[config.mk]
export PLATFORM = sky130hd
export DESIGN_NAME = deadline_timer_queue_flat
export DESIGN_NICKNAME = d
export VERILOG_FILES = /design/src/rtl/core/dtq_pkg.sv /design/src/rtl/core/dtq_if.sv /design/src/rtl/core/dtq_mem.sv /design/src/rtl/core/dtq_scan.sv /design/src/rtl/core/deadline_timer_queue.sv /design/src/flat_wrapper.sv
export SDC_FILE = /design/constraint.sdc
export NUM_CORES = 2
export LEC_CHECK = 0
export ABC_AREA = 0
export BUFFER_PORTS_ARGS = -buffer_cell sky130_fd_sc_hd__clkbuf_2
export CAP_MARGIN = 20
export CORE_ASPECT_RATIO = 0.5
export CORE_MARGIN = 5
export CORE_UTILIZATION = 60
export CTS_BUF_LIST = sky130_fd_sc_hd__clkbuf_16
export CTS_CLUSTER_SIZE = 28
export DETAILED_ROUTE_END_ITERATION = 6
export PLACE_DENSITY = 0.76
export SYNTH_ARGS = -nofsm -noshare
export SYNTH_HDL_FRONTEND = slang
export SYNTH_HIERARCHICAL = 1
export SYNTH_SLANG_ARGS = --single-unit
[constraint.sdc]
create_clock -name i_clk -period 12 [get_ports i_clk]
set_input_delay 2.4 -clock i_clk [delete_from_list [all_inputs] [get_ports i_clk]]
set_output_delay 2.4 -clock i_clk [all_outputs]
set_load 0.005 [all_outputs]
[src/rtl/core/dtq_pkg.sv]
// dtq_pkg: codes, field widths and transaction payload types of the deadline timer queue.
// No dependencies; every other file but dtq_mem refers to it by scoped names.

package dtq_pkg;

    localparam int TIME_W    = 32;
    localparam int HANDLER_W = 16;
    localparam int HANDLE_W  = 4;
    localparam int COUNT_W   = 5;
    localparam int NEXT_W    = 33;

    // operation codes
    localparam logic [1:0] OP_SCHED_ABS = 2'd0;
    localparam logic [1:0] OP_SCHED_REL = 2'd1;
    localparam logic [1:0] OP_CANCEL    = 2'd2;
    localparam logic [1:0] OP_DELIVER   = 2'd3;

    // result kinds
    localparam logic [1:0] KIND_SCHED   = 2'd0;
    localparam logic [1:0] KIND_CANCEL  = 2'd1;
    localparam logic [1:0] KIND_EXPIRED = 2'd2;
    localparam logic [1:0] KIND_SUMMARY = 2'd3;

    // status codes
    localparam logic [2:0] ST_OK       = 3'd0;
    localparam logic [2:0] ST_FULL     = 3'd1;
    localparam logic [2:0] ST_PAST     = 3'd2;
    localparam logic [2:0] ST_OVERFLOW = 3'd3;
    localparam logic [2:0] ST_IGNORED  = 3'd4;

    typedef struct packed {
        logic [1:0]           operation;
        logic [TIME_W-1:0]    time_value;
        logic [HANDLER_W-1:0] handler_id;
        logic [HANDLE_W-1:0]  event_handle;
    } t_req;

    typedef struct packed {
        logic [1:0]           result_kind;
        logic [2:0]           status;
        logic [HANDLE_W-1:0]  handle;
        logic [HANDLER_W-1:0] fired_handler;
        logic [COUNT_W-1:0]   expired_count;
        logic [NEXT_W-1:0]    secs_to_next;
        logic                 next_valid;
        logic                 queue_empty;
        logic                 last;
    } t_rsp;

    // one table entry as seen by the min-search unit
    typedef struct packed {
        logic [TIME_W-1:0]    deadline;
        logic [TIME_W-1:0]    stamp;
        logic [HANDLER_W-1:0] handler;
        logic [HANDLE_W-1:0]  idx;
    } t_cand;

endpackage

[src/rtl/core/dtq_if.sv]
// dtq_if: valid/ready channel interfaces for request and response transactions.
// Depends on dtq_pkg for the payload types.

interface dtq_req_if;
    logic          valid;
    logic          ready;
    dtq_pkg::t_req data;

    modport source (output valid, output data, input ready);
    modport sink   (input valid, input data, output ready);
endinterface

interface dtq_rsp_if;
    logic          valid;
    logic          ready;
    dtq_pkg::t_rsp data;

    modport source (output valid, output data, input ready);
    modport sink   (input valid, input data, output ready);
endinterface

[src/rtl/core/dtq_mem.sv]
// dtq_mem: slot table storage, one write port and one registered read port.
// No package dependency; widths come from parameters.

module dtq_mem #(
    parameter int DEPTH  = 16,
    parameter int AW     = 4,
    parameter int WIDTH  = 80
) (
    input  logic             i_clk,
    input  logic             i_we,
    input  logic [AW-1:0]    i_waddr,
    input  logic [WIDTH-1:0] i_wdata,
    input  logic [AW-1:0]    i_raddr,
    output logic [WIDTH-1:0] o_rdata
);

    logic [WIDTH-1:0] r_mem [DEPTH];
    logic [WIDTH-1:0] r_rdata;

    always_ff @(posedge i_clk) begin
        if (i_we) begin
            r_mem[i_waddr] <= i_wdata;
        end
    end

    always_ff @(posedge i_clk) begin
        r_rdata <= r_mem[i_raddr];
    end

    assign o_rdata = r_rdata;

endmodule

[src/rtl/core/dtq_scan.sv]
// dtq_scan: min-search unit; keeps the earliest entry by deadline, then stamp.
// Depends on dtq_pkg (t_cand).

module dtq_scan (
    input  logic           i_clk,
    input  logic           i_rst_n,
    input  logic           i_clr,
    input  logic           i_cand_vld,
    input  dtq_pkg::t_cand i_cand,
    output logic           o_found,
    output dtq_pkg::t_cand o_best
);

    logic           r_found, n_found;
    dtq_pkg::t_cand r_best,  n_best;
    logic           w_less;

    // ties on deadline fall back to the insertion stamp
    assign w_less = (i_cand.deadline < r_best.deadline) ||
                    ((i_cand.deadline == r_best.deadline) && (i_cand.stamp < r_best.stamp));

    always_comb begin
        n_found = r_found;
        n_best  = r_best;
        if (i_clr) begin
            n_found = 1'b0;
        end else if (i_cand_vld && (!r_found || w_less)) begin
            n_found = 1'b1;
            n_best  = i_cand;
        end
    end

    always_ff @(posedge i_clk) begin
        if (!i_rst_n) begin
            r_found <= 1'b0;
        end else begin
            r_found <= n_found;
        end
    end

    always_ff @(posedge i_clk) begin
        r_best <= n_best;
    end

    assign o_found = r_found;
    assign o_best  = r_best;

endmodule

[src/rtl/core/deadline_timer_queue.sv]
// Deadline timer queue: schedule answers from S_SCHED, cancel reads the slot in S_CRD and
// answers from S_CCHK, deliver runs a full slot scan per expired entry and one for the summary.
// One transaction is worked at a time; a new request is taken only in the idle state.
// Results leave through a one-deep output register, which may still hold a result while
// the next request is accepted. Reset (synchronous, active low) empties the table,
// zeroes current time and stamp counter; slot storage itself is not cleared.

module deadline_timer_queue #(
    parameter int CAPACITY     = 16,
    parameter int HANDLER_BITS = 16
) (
    input  logic             i_clk,
    input  logic             i_rst_n,
    dtq_req_if.sink          i_req,
    dtq_rsp_if.source        o_rsp
);

    // handles are 4 bits wide, so at most 16 slots exist
    localparam int SLOTS = (CAPACITY < 16) ? CAPACITY : 16;
    localparam int AW    = (SLOTS > 1) ? $clog2(SLOTS) : 1;
    localparam int HW    = (HANDLER_BITS < dtq_pkg::HANDLER_W) ? HANDLER_BITS
                                                               : dtq_pkg::HANDLER_W;
    localparam int TW    = dtq_pkg::TIME_W;
    localparam int MW    = 2 * TW + HW;

    typedef enum logic [5:0] {
        S_IDLE   = 6'b000001,
        S_SCHED  = 6'b000010,
        S_CRD    = 6'b000100,
        S_CCHK   = 6'b001000,
        S_SCAN   = 6'b010000,
        S_DECIDE = 6'b100000
    } t_state;

    t_state          r_state;
    dtq_pkg::t_req   r_req;
    logic [TW-1:0]   r_now;
    logic [TW-1:0]   r_stamp_ctr;
    logic [SLOTS-1:0] r_valid;
    logic [AW:0]     r_idx;          // scan issue pointer, may reach SLOTS
    logic            r_pend;         // read data of r_ridx arrives this cycle
    logic [AW-1:0]   r_ridx;
    logic [dtq_pkg::COUNT_W-1:0] r_count;
    dtq_pkg::t_rsp   r_rsp, n_rsp;
    logic            r_out_vld;

    logic            w_accept;
    logic            w_out_free;
    logic            w_emit;
    logic [AW-1:0]   w_free_idx;
    logic            w_free_any;
    logic [TW:0]     w_sum;
    logic [TW-1:0]   w_sched_dl;
    logic [2:0]      w_sched_st;
    logic            w_sched_ok;
    logic [AW-1:0]   w_eh_idx;
    logic            w_eh_in_range;
    logic            w_cancel_hit;
    logic [AW-1:0]   w_raddr;
    logic [MW-1:0]   w_rdata;
    logic [MW-1:0]   w_wdata;
    logic            w_we;
    logic            w_scan_clr;
    logic            w_cand_vld;
    dtq_pkg::t_cand  w_cand;
    logic            w_found;
    dtq_pkg::t_cand  w_best;
    logic            w_expire;
    logic            w_scan_done;

    assign w_accept   = i_req.valid && i_req.ready;
    assign i_req.ready = (r_state == S_IDLE);
    assign w_out_free = !r_out_vld || o_rsp.ready;

    // lowest free slot
    always_comb begin
        w_free_idx = '0;
        w_free_any = 1'b0;
        for (int i = SLOTS - 1; i >= 0; i--) begin
            if (!r_valid[i]) begin
                w_free_idx = AW'(i);
                w_free_any = 1'b1;
            end
        end
    end

    // schedule: absolute deadline or now + delay, checked in priority order
    assign w_sum      = {1'b0, r_now} + {1'b0, r_req.time_value};
    assign w_sched_dl = (r_req.operation == dtq_pkg::OP_SCHED_ABS) ? r_req.time_value
                                                                   : w_sum[TW-1:0];
    always_comb begin
        if (!w_free_any) begin
            w_sched_st = dtq_pkg::ST_FULL;
        end else if ((r_req.operation == dtq_pkg::OP_SCHED_ABS) &&
                     (r_req.time_value < r_now)) begin
            w_sched_st = dtq_pkg::ST_PAST;
        end else if ((r_req.operation == dtq_pkg::OP_SCHED_REL) && w_sum[TW]) begin
            w_sched_st = dtq_pkg::ST_OVERFLOW;
        end else begin
            w_sched_st = dtq_pkg::ST_OK;
        end
    end
    assign w_sched_ok = (w_sched_st == dtq_pkg::ST_OK);

    // cancel: slot must be in range, occupied, deadline equal and not already past
    assign w_eh_idx      = r_req.event_handle[AW-1:0];
    assign w_eh_in_range = (32'(r_req.event_handle) < SLOTS);
    assign w_cancel_hit  = w_eh_in_range && r_valid[w_eh_idx] &&
                           (w_rdata[MW-1 -: TW] == r_req.time_value) &&
                           (r_req.time_value >= r_now);

    // table storage
    assign w_raddr = (r_state == S_SCAN) ? r_idx[AW-1:0] : w_eh_idx;
    assign w_we    = (r_state == S_SCHED) && w_emit && w_sched_ok;
    assign w_wdata = {w_sched_dl, r_stamp_ctr, r_req.handler_id[HW-1:0]};

    dtq_mem #(
        .DEPTH (SLOTS),
        .AW    (AW),
        .WIDTH (MW)
    ) u_mem (
        .i_clk   (i_clk),
        .i_we    (w_we),
        .i_waddr (w_free_idx),
        .i_wdata (w_wdata),
        .i_raddr (w_raddr),
        .o_rdata (w_rdata)
    );

    // earliest-entry search, fed one slot per cycle from the read port
    assign w_cand.deadline = w_rdata[MW-1 -: TW];
    assign w_cand.stamp    = w_rdata[HW +: TW];
    assign w_cand.handler  = dtq_pkg::HANDLER_W'(w_rdata[HW-1:0]);
    assign w_cand.idx      = dtq_pkg::HANDLE_W'(r_ridx);
    assign w_cand_vld      = (r_state == S_SCAN) && r_pend && r_valid[r_ridx];

    assign w_expire    = w_found && (w_best.deadline < r_now);
    assign w_scan_clr  = (w_accept && (i_req.data.operation == dtq_pkg::OP_DELIVER)) ||
                         ((r_state == S_DECIDE) && w_emit && w_expire);
    assign w_scan_done = (r_idx == (AW+1)'(SLOTS)) && !r_pend;

    dtq_scan u_scan (
        .i_clk      (i_clk),
        .i_rst_n    (i_rst_n),
        .i_clr      (w_scan_clr),
        .i_cand_vld (w_cand_vld),
        .i_cand     (w_cand),
        .o_found    (w_found),
        .o_best     (w_best)
    );

    // result for the current state; emitted when the output register frees up
    always_comb begin
        n_rsp  = '0;
        w_emit = 1'b0;
        n_rsp.last = 1'b1;
        case (r_state)
            S_SCHED: begin
                w_emit           = w_out_free;
                n_rsp.result_kind = dtq_pkg::KIND_SCHED;
                n_rsp.status     = w_sched_st;
                n_rsp.handle     = w_sched_ok ? dtq_pkg::HANDLE_W'(w_free_idx) : '0;
            end
            S_CCHK: begin
                w_emit           = w_out_free;
                n_rsp.result_kind = dtq_pkg::KIND_CANCEL;
                n_rsp.status     = w_cancel_hit ? dtq_pkg::ST_OK : dtq_pkg::ST_IGNORED;
            end
            S_DECIDE: begin
                w_emit = w_out_free;
                if (w_expire) begin
                    n_rsp.result_kind   = dtq_pkg::KIND_EXPIRED;
                    n_rsp.handle        = w_best.idx;
                    n_rsp.fired_handler = w_best.handler;
                    n_rsp.last          = 1'b0;
                end else begin
                    n_rsp.result_kind   = dtq_pkg::KIND_SUMMARY;
                    n_rsp.expired_count = r_count;
                    n_rsp.next_valid    = w_found;
                    n_rsp.queue_empty   = !w_found;
                    n_rsp.secs_to_next  = w_found ?
                        ({1'b0, w_best.deadline - r_now} + dtq_pkg::NEXT_W'(1)) : '0;
                end
            end
            default: begin
                w_emit = 1'b0;
            end
        endcase
    end

    // sequencer
    always_ff @(posedge i_clk) begin
        if (!i_rst_n) begin
            r_state     <= S_IDLE;
            r_now       <= '0;
            r_stamp_ctr <= '0;
            r_valid     <= '0;
            r_idx       <= '0;
            r_pend      <= 1'b0;
            r_count     <= '0;
        end else begin
            case (r_state)
                S_IDLE: begin
                    if (w_accept) begin
                        case (i_req.data.operation)
                            dtq_pkg::OP_CANCEL: begin
                                r_state <= S_CRD;
                            end
                            dtq_pkg::OP_DELIVER: begin
                                r_now   <= i_req.data.time_value;
                                r_count <= '0;
                                r_idx   <= '0;
                                r_pend  <= 1'b0;
                                r_state <= S_SCAN;
                            end
                            default: begin
                                r_state <= S_SCHED;
                            end
                        endcase
                    end
                end
                S_SCHED: begin
                    if (w_emit) begin
                        if (w_sched_ok) begin
                            r_valid[w_free_idx] <= 1'b1;
                            r_stamp_ctr         <= r_stamp_ctr + TW'(1);
                        end
                        r_state <= S_IDLE;
                    end
                end
                S_CRD: begin
                    r_state <= S_CCHK;     // read of the named slot in flight
                end
                S_CCHK: begin
                    if (w_emit) begin
                        if (w_cancel_hit) begin
                            r_valid[w_eh_idx] <= 1'b0;
                        end
                        r_state <= S_IDLE;
                    end
                end
                S_SCAN: begin
                    if (r_idx < (AW+1)'(SLOTS)) begin
                        r_pend <= 1'b1;
                        r_idx  <= r_idx + (AW+1)'(1);
                    end else begin
                        r_pend <= 1'b0;
                    end
                    if (w_scan_done) begin
                        r_state <= S_DECIDE;
                    end
                end
                S_DECIDE: begin
                    if (w_emit) begin
                        if (w_expire) begin
                            // retire the earliest entry and search again
                            r_valid[w_best.idx[AW-1:0]] <= 1'b0;
                            r_count <= r_count + dtq_pkg::COUNT_W'(1);
                            r_idx   <= '0;
                            r_pend  <= 1'b0;
                            r_state <= S_SCAN;
                        end else begin
                            r_state <= S_IDLE;
                        end
                    end
                end
                default: begin
                    r_state <= S_IDLE;
                end
            endcase
        end
    end

    // slot index that the read data belongs to
    always_ff @(posedge i_clk) begin
        r_ridx <= r_idx[AW-1:0];
        if (w_accept) begin
            r_req <= i_req.data;
        end
    end

    // output register
    always_ff @(posedge i_clk) begin
        if (!i_rst_n) begin
            r_out_vld <= 1'b0;
        end else if (w_emit) begin
            r_out_vld <= 1'b1;
        end else if (o_rsp.ready) begin
            r_out_vld <= 1'b0;
        end
    end

    always_ff @(posedge i_clk) begin
        if (w_emit) begin
            r_rsp <= n_rsp;
        end
    end

    assign o_rsp.valid = r_out_vld;
    assign o_rsp.data  = r_rsp;

    // a successful schedule occupies its slot
    a_sched_fills: assert property (@(posedge i_clk) disable iff (!i_rst_n)
        (r_state == S_SCHED && w_emit && w_sched_ok) |=> r_valid[$past(w_free_idx)])
        else $error("scheduled slot not marked valid");

    // the entry picked by the search is still occupied when acted upon
    a_best_valid: assert property (@(posedge i_clk) disable iff (!i_rst_n)
        (r_state == S_DECIDE && w_found) |-> r_valid[w_best.idx[AW-1:0]])
        else $error("earliest entry refers to a free slot");

    // scan pointer stays within the table
    a_scan_bound: assert property (@(posedge i_clk) disable iff (!i_rst_n)
        (r_state == S_SCAN) |-> (r_idx <= (AW+1)'(SLOTS)))
        else $error("scan pointer past table end");

    // an expired entry is never reported twice in one deliver
    a_expire_clears: assert property (@(posedge i_clk) disable iff (!i_rst_n)
        (r_state == S_DECIDE && w_emit && w_expire) |=>
            !r_valid[$past(w_best.idx[AW-1:0])])
        else $error("expired entry left in table");

endmodule

[src/flat_wrapper.sv]
// flat-port wrapper written by rule: the top's interface ports become plain ports
module deadline_timer_queue_flat 
#(
    parameter int CAPACITY     = 16,
    parameter int HANDLER_BITS = 16
)
  (i_clk, i_rst_n, i_req_valid, i_req_data, i_req_ready, o_rsp_valid, o_rsp_data, o_rsp_ready);
  dtq_req_if i_req_i ();
  dtq_rsp_if o_rsp_i ();
  input  logic i_clk;
  input  logic i_rst_n;
  input wire logic [$bits(i_req_i.valid)-1:0] i_req_valid;
  input wire logic [$bits(i_req_i.data)-1:0] i_req_data;
  output wire logic [$bits(i_req_i.ready)-1:0] i_req_ready;
  output wire logic [$bits(o_rsp_i.valid)-1:0] o_rsp_valid;
  output wire logic [$bits(o_rsp_i.data)-1:0] o_rsp_data;
  input wire logic [$bits(o_rsp_i.ready)-1:0] o_rsp_ready;
  assign i_req_i.valid = i_req_valid;
  assign i_req_i.data = i_req_data;
  assign i_req_ready = i_req_i.ready;
  assign o_rsp_valid = o_rsp_i.valid;
  assign o_rsp_data = o_rsp_i.data;
  assign o_rsp_i.ready = o_rsp_ready;
  deadline_timer_queue #(.CAPACITY(CAPACITY), .HANDLER_BITS(HANDLER_BITS)) u_core (.i_clk(i_clk), .i_rst_n(i_rst_n), .i_req(i_req_i), .o_rsp(o_rsp_i));
endmodule
==> results.sh <==
export IMPL_postLayoutCellArea_um2=76200
export IMPL_post_route_min_period_ns=6.48
export IMPL_powerDensity_nw_per_um2=171
export IMPL_r2r_start="u_core/r_req[20]$_DFFE_PP_"
export IMPL_coreArea_um2=113000
export IMPL_synth_yosys_warnings=6
export IMPL_synthCells=4117
export IMPL_post_cts_buffers=0
export IMPL_path_max_fanout=38
export IMPL_via_per_inst=6.61
export IMPL_async_flop_share_pct=0
export IMPL_relSlewSlack_pct=2.29
export IMPL_synth_seq_area_share_pct=70.0
export IMPL_cap_viol_max_count=0
export IMPL_portBuffers=125
export IMPL_clkLatencyLatePin_ns=0.79
export IMPL_ys_top_cells_by_area="edfxtp_1 65%, mux4_2 11%, dfxtp_1 5.3%"
export IMPL_vias=39100
export IMPL_yosys_most_used_dff="edfxtp_1"
export IMPL_violations="design-rule violations"
export IMPL_drt_total_wl_mm=168
export IMPL_cts_hold_fix_buffers=0
export IMPL_drc=5
export IMPL_fillers=7215
export IMPL_max_freq_ghz=0.154
export IMPL_syn2layout_area_growth_pct=10.6
export IMPL_rows=87
export IMPL_leakage_nw=25.8
export IMPL_synth_edf_count=1484
export IMPL_netlist_area_um2=68900
export IMPL_io_pin_count=126
export IMPL_start_util_pct=60.8
export IMPL_setup_tns_ns=0
export IMPL_final_common_cell="edfxtp_1"
export IMPL_place_gp_congestion=0.964
export IMPL_timing_critical_path_to_type="flip-flop"
export IMPL_hold_violations=0
export IMPL_cts_resized=0
export IMPL_final_max_slew_viol_count=0
export IMPL_antenna_found_initial=3
export IMPL_setup_viol=0
export IMPL_cts_root_buf="clkbuf_16"
export IMPL_synth_seq_cells=1667
export IMPL_synth_top_cell_by_area="edfxtp_1"
export IMPL_run_status="finished with violations"
export IMPL_dpl_cell_area_um2=71400
export IMPL_postRouteAntennaNets=0
export IMPL_numCtsBuffers=141
export IMPL_skew_ns=0.0351
export IMPL_overflow=0
export IMPL_grt_max_degree=166
export IMPL_synth_area_per_cell_um2=16.7
export IMPL_final_cell_mix="1484 x edfxtp_1, 330 x mux4_2, 270 x nand2_1"
export IMPL_worst_slew_pin_slew_ns=1.47
export IMPL_drt_pass1_iterations=7
export IMPL_final_nets=4514
export IMPL_cp_arrival_ns=6.88
export IMPL_die_w_um=489
export IMPL_start_kind="flip-flop"
export IMPL_worstSetupPathType="reg2reg"
export IMPL_grt_first_pass_wirelength_mm=250
export IMPL_fin_crit_sh_pct=54.0
export IMPL_cts_tree="built"
export IMPL_fin_util_pct=67.3
export IMPL_final_cell_count_no_fill=5923
export IMPL_rsz0062_at_grt="no"
export IMPL_required_ns=12.40
export IMPL_vdd_ir_drop_max_uv=185
export IMPL_chipHeight_um=250
export IMPL_synth_top_cell_area_share_pct=64.6
export IMPL_hold_start="u_core/u_mem/o_rdata[9]$_DFF_P_"
export IMPL_synthDistinctLibCells=102
export IMPL_die_area_um2=122000
export IMPL_syn_nets=4341
export IMPL_power_mw=13.0
export IMPL_hpwlAfterDp_mm=97.1
export IMPL_layout_drive_gt1_share_pct=18.8
export IMPL_clk_pin_slew_ns=0.07
export IMPL_dpl_cell_count=5652
export IMPL_drt_wirelength_per_cell_um=28.4
export IMPL_clkSinkCount=1667
export IMPL_cts_buffer_depth=3
export IMPL_grt_util_all_layers_pct=27.6
export IMPL_grt_pass1_vias=39100
export IMPL_cts_max_level=4
export IMPL_startpoint="u_core/r_req[20]$_DFFE_PP_"
export IMPL_hp_class="reg2reg"
export IMPL_drtIter0Drc=4718
[kinds of logic after synthesis]
family,count (synthesis),synth area share (%)
flops,1667,70.0
mux,339,10.9
compound gates,667,6.54
buf+inv,346,2.16
xor+xnor,121,1.58
fa+ha+maj,166,3.03
simple gates,811,5.81
[critical path, cell delays in order (launching register included)]
cell,delay [ns]
edfxtp_1,0.44
ha_1,0.24
inv_1,0.07
fa_1,0.21
o21bai_1,0.08
a21oi_1,0.30
o21ai_1,0.18
nand3_1,0.17
o31ai_1,0.13
o21ai_2,0.32
a2111oi_4,0.12
buf_4,0.24
or4b_4,0.64
nor2_1,0.46
nand3_1,0.42
nor2_4,0.86
buf_4,0.47
buf_4,0.69
[cell type report]
| class | instances | area [um^2] | share of cell area [%] |
|---|---|---|---|
| Timing Repair Buffer | 214 | 1440 | 1.89 |
| Clock inverter | 112 | 877 | 1.15 |
| Multi-Input combinational cell | 2104 | 19400 | 25.5 |
| Clock buffer | 150 | 3750 | 4.92 |
| Tap cell | 1513 | 1890 | 2.48 |
| Sequential cell | 1667 | 48200 | 63.3 |
| Inverter | 162 | 608 | 0.798 |
| Antenna cell | 1 | 2.50 | 0.00328 |
[sequential cells by signal, indices dropped and copies added (netlist names), 4 cells and up]
name and cells:
u_core/r_stamp_ctr 32, u_core/r_valid 16, u_core/u_mem/o_rdata 80, u_core/r_ridx 4, u_core/u_scan/o_best 84, u_core/r_now 32
u_core/u_mem/r_mem 1280, u_core/w_eh_idx 4, u_core/r_count 5, u_core/r_state 6, u_core/r_idx 5, u_core/r_req 50
u_core/o_rsp.data 66
[per-stage QoR]
step / hold WS [ns] / setup slack, ns
floorplan: 0.378 / 1.87
global placement: 0.387 / 5.76
detailed placement: 0.389 / 5.70
CTS: 0.406 / 5.65
global route: 0.413 / 5.35
finish: 0.406 / 5.52
[layer usage]
layer	global-route usage [%]	vias to the layer above	share of wire, %
met5	0	-	0
li1	-	16600	-
met2	43.4	2194	48
met1	40.4	20000	39
met4	8.16	0	2.6
met3	4.60	266	10
[Yosys cell counts, types with 6 or more instances]
cell       count
o21bai_1      17
nor2b_1       24
o221ai_1      10
o21a_1        10
and3_1        21
buf_2         38
or2_2          9
o211ai_1      14
clkbuf_1      98
nor4b_1       12
nor2_1       172
a21oi_1      209
and2_1        29
or4_1         13
nand2_1      270
nand3_1       65
a31oi_1       18
dfxtp_1      183
a211oi_1      11
o21ai_0       77
nand2b_1      20
a22oi_1      163
xnor2_1       97
buf_4          8
buf_1         23
edfxtp_1    1484
nor3_1        49
or3_1         28
buf_6         15
and4_1        11
a211o_1        8
ha_1         164
nor4_1        15
o31ai_1       20
nand4_1       37
xor2_1        22
inv_1        160
o2111ai_1      8
nor3b_1        6
mux4_2       330
mux2i_1        7
a21o_1        33
nand3b_1       9
[worst paths after layout]
| path | to | slack (ns) | depth (start not counted) |
|---|---|---|---|
| worst max-delay path | u_core/u_mem/r_mem[15][18]$_DFFE_PP_ | 5.52 | 17 |
| worst min-delay path | u_core/u_scan/o_best[13]$_DFFE_PP_ | 0.41 | 0 |
| worst max register to register | u_core/u_mem/r_mem[15][18]$_DFFE_PP_ | 5.52 | 17 |
| worst min register to register | u_core/u_scan/o_best[13]$_DFFE_PP_ | 0.41 | 0 |
[report_power, final]
group / leakage (nW) / internal, mW / switching (mW)
clock network: 2.36 / 2.48 / 2.11
registers: 15.5 / 6.62 / 0.163
logic: 8.03 / 0.599 / 1.03
No activity file was read; power rests on OpenSTA's default activity.
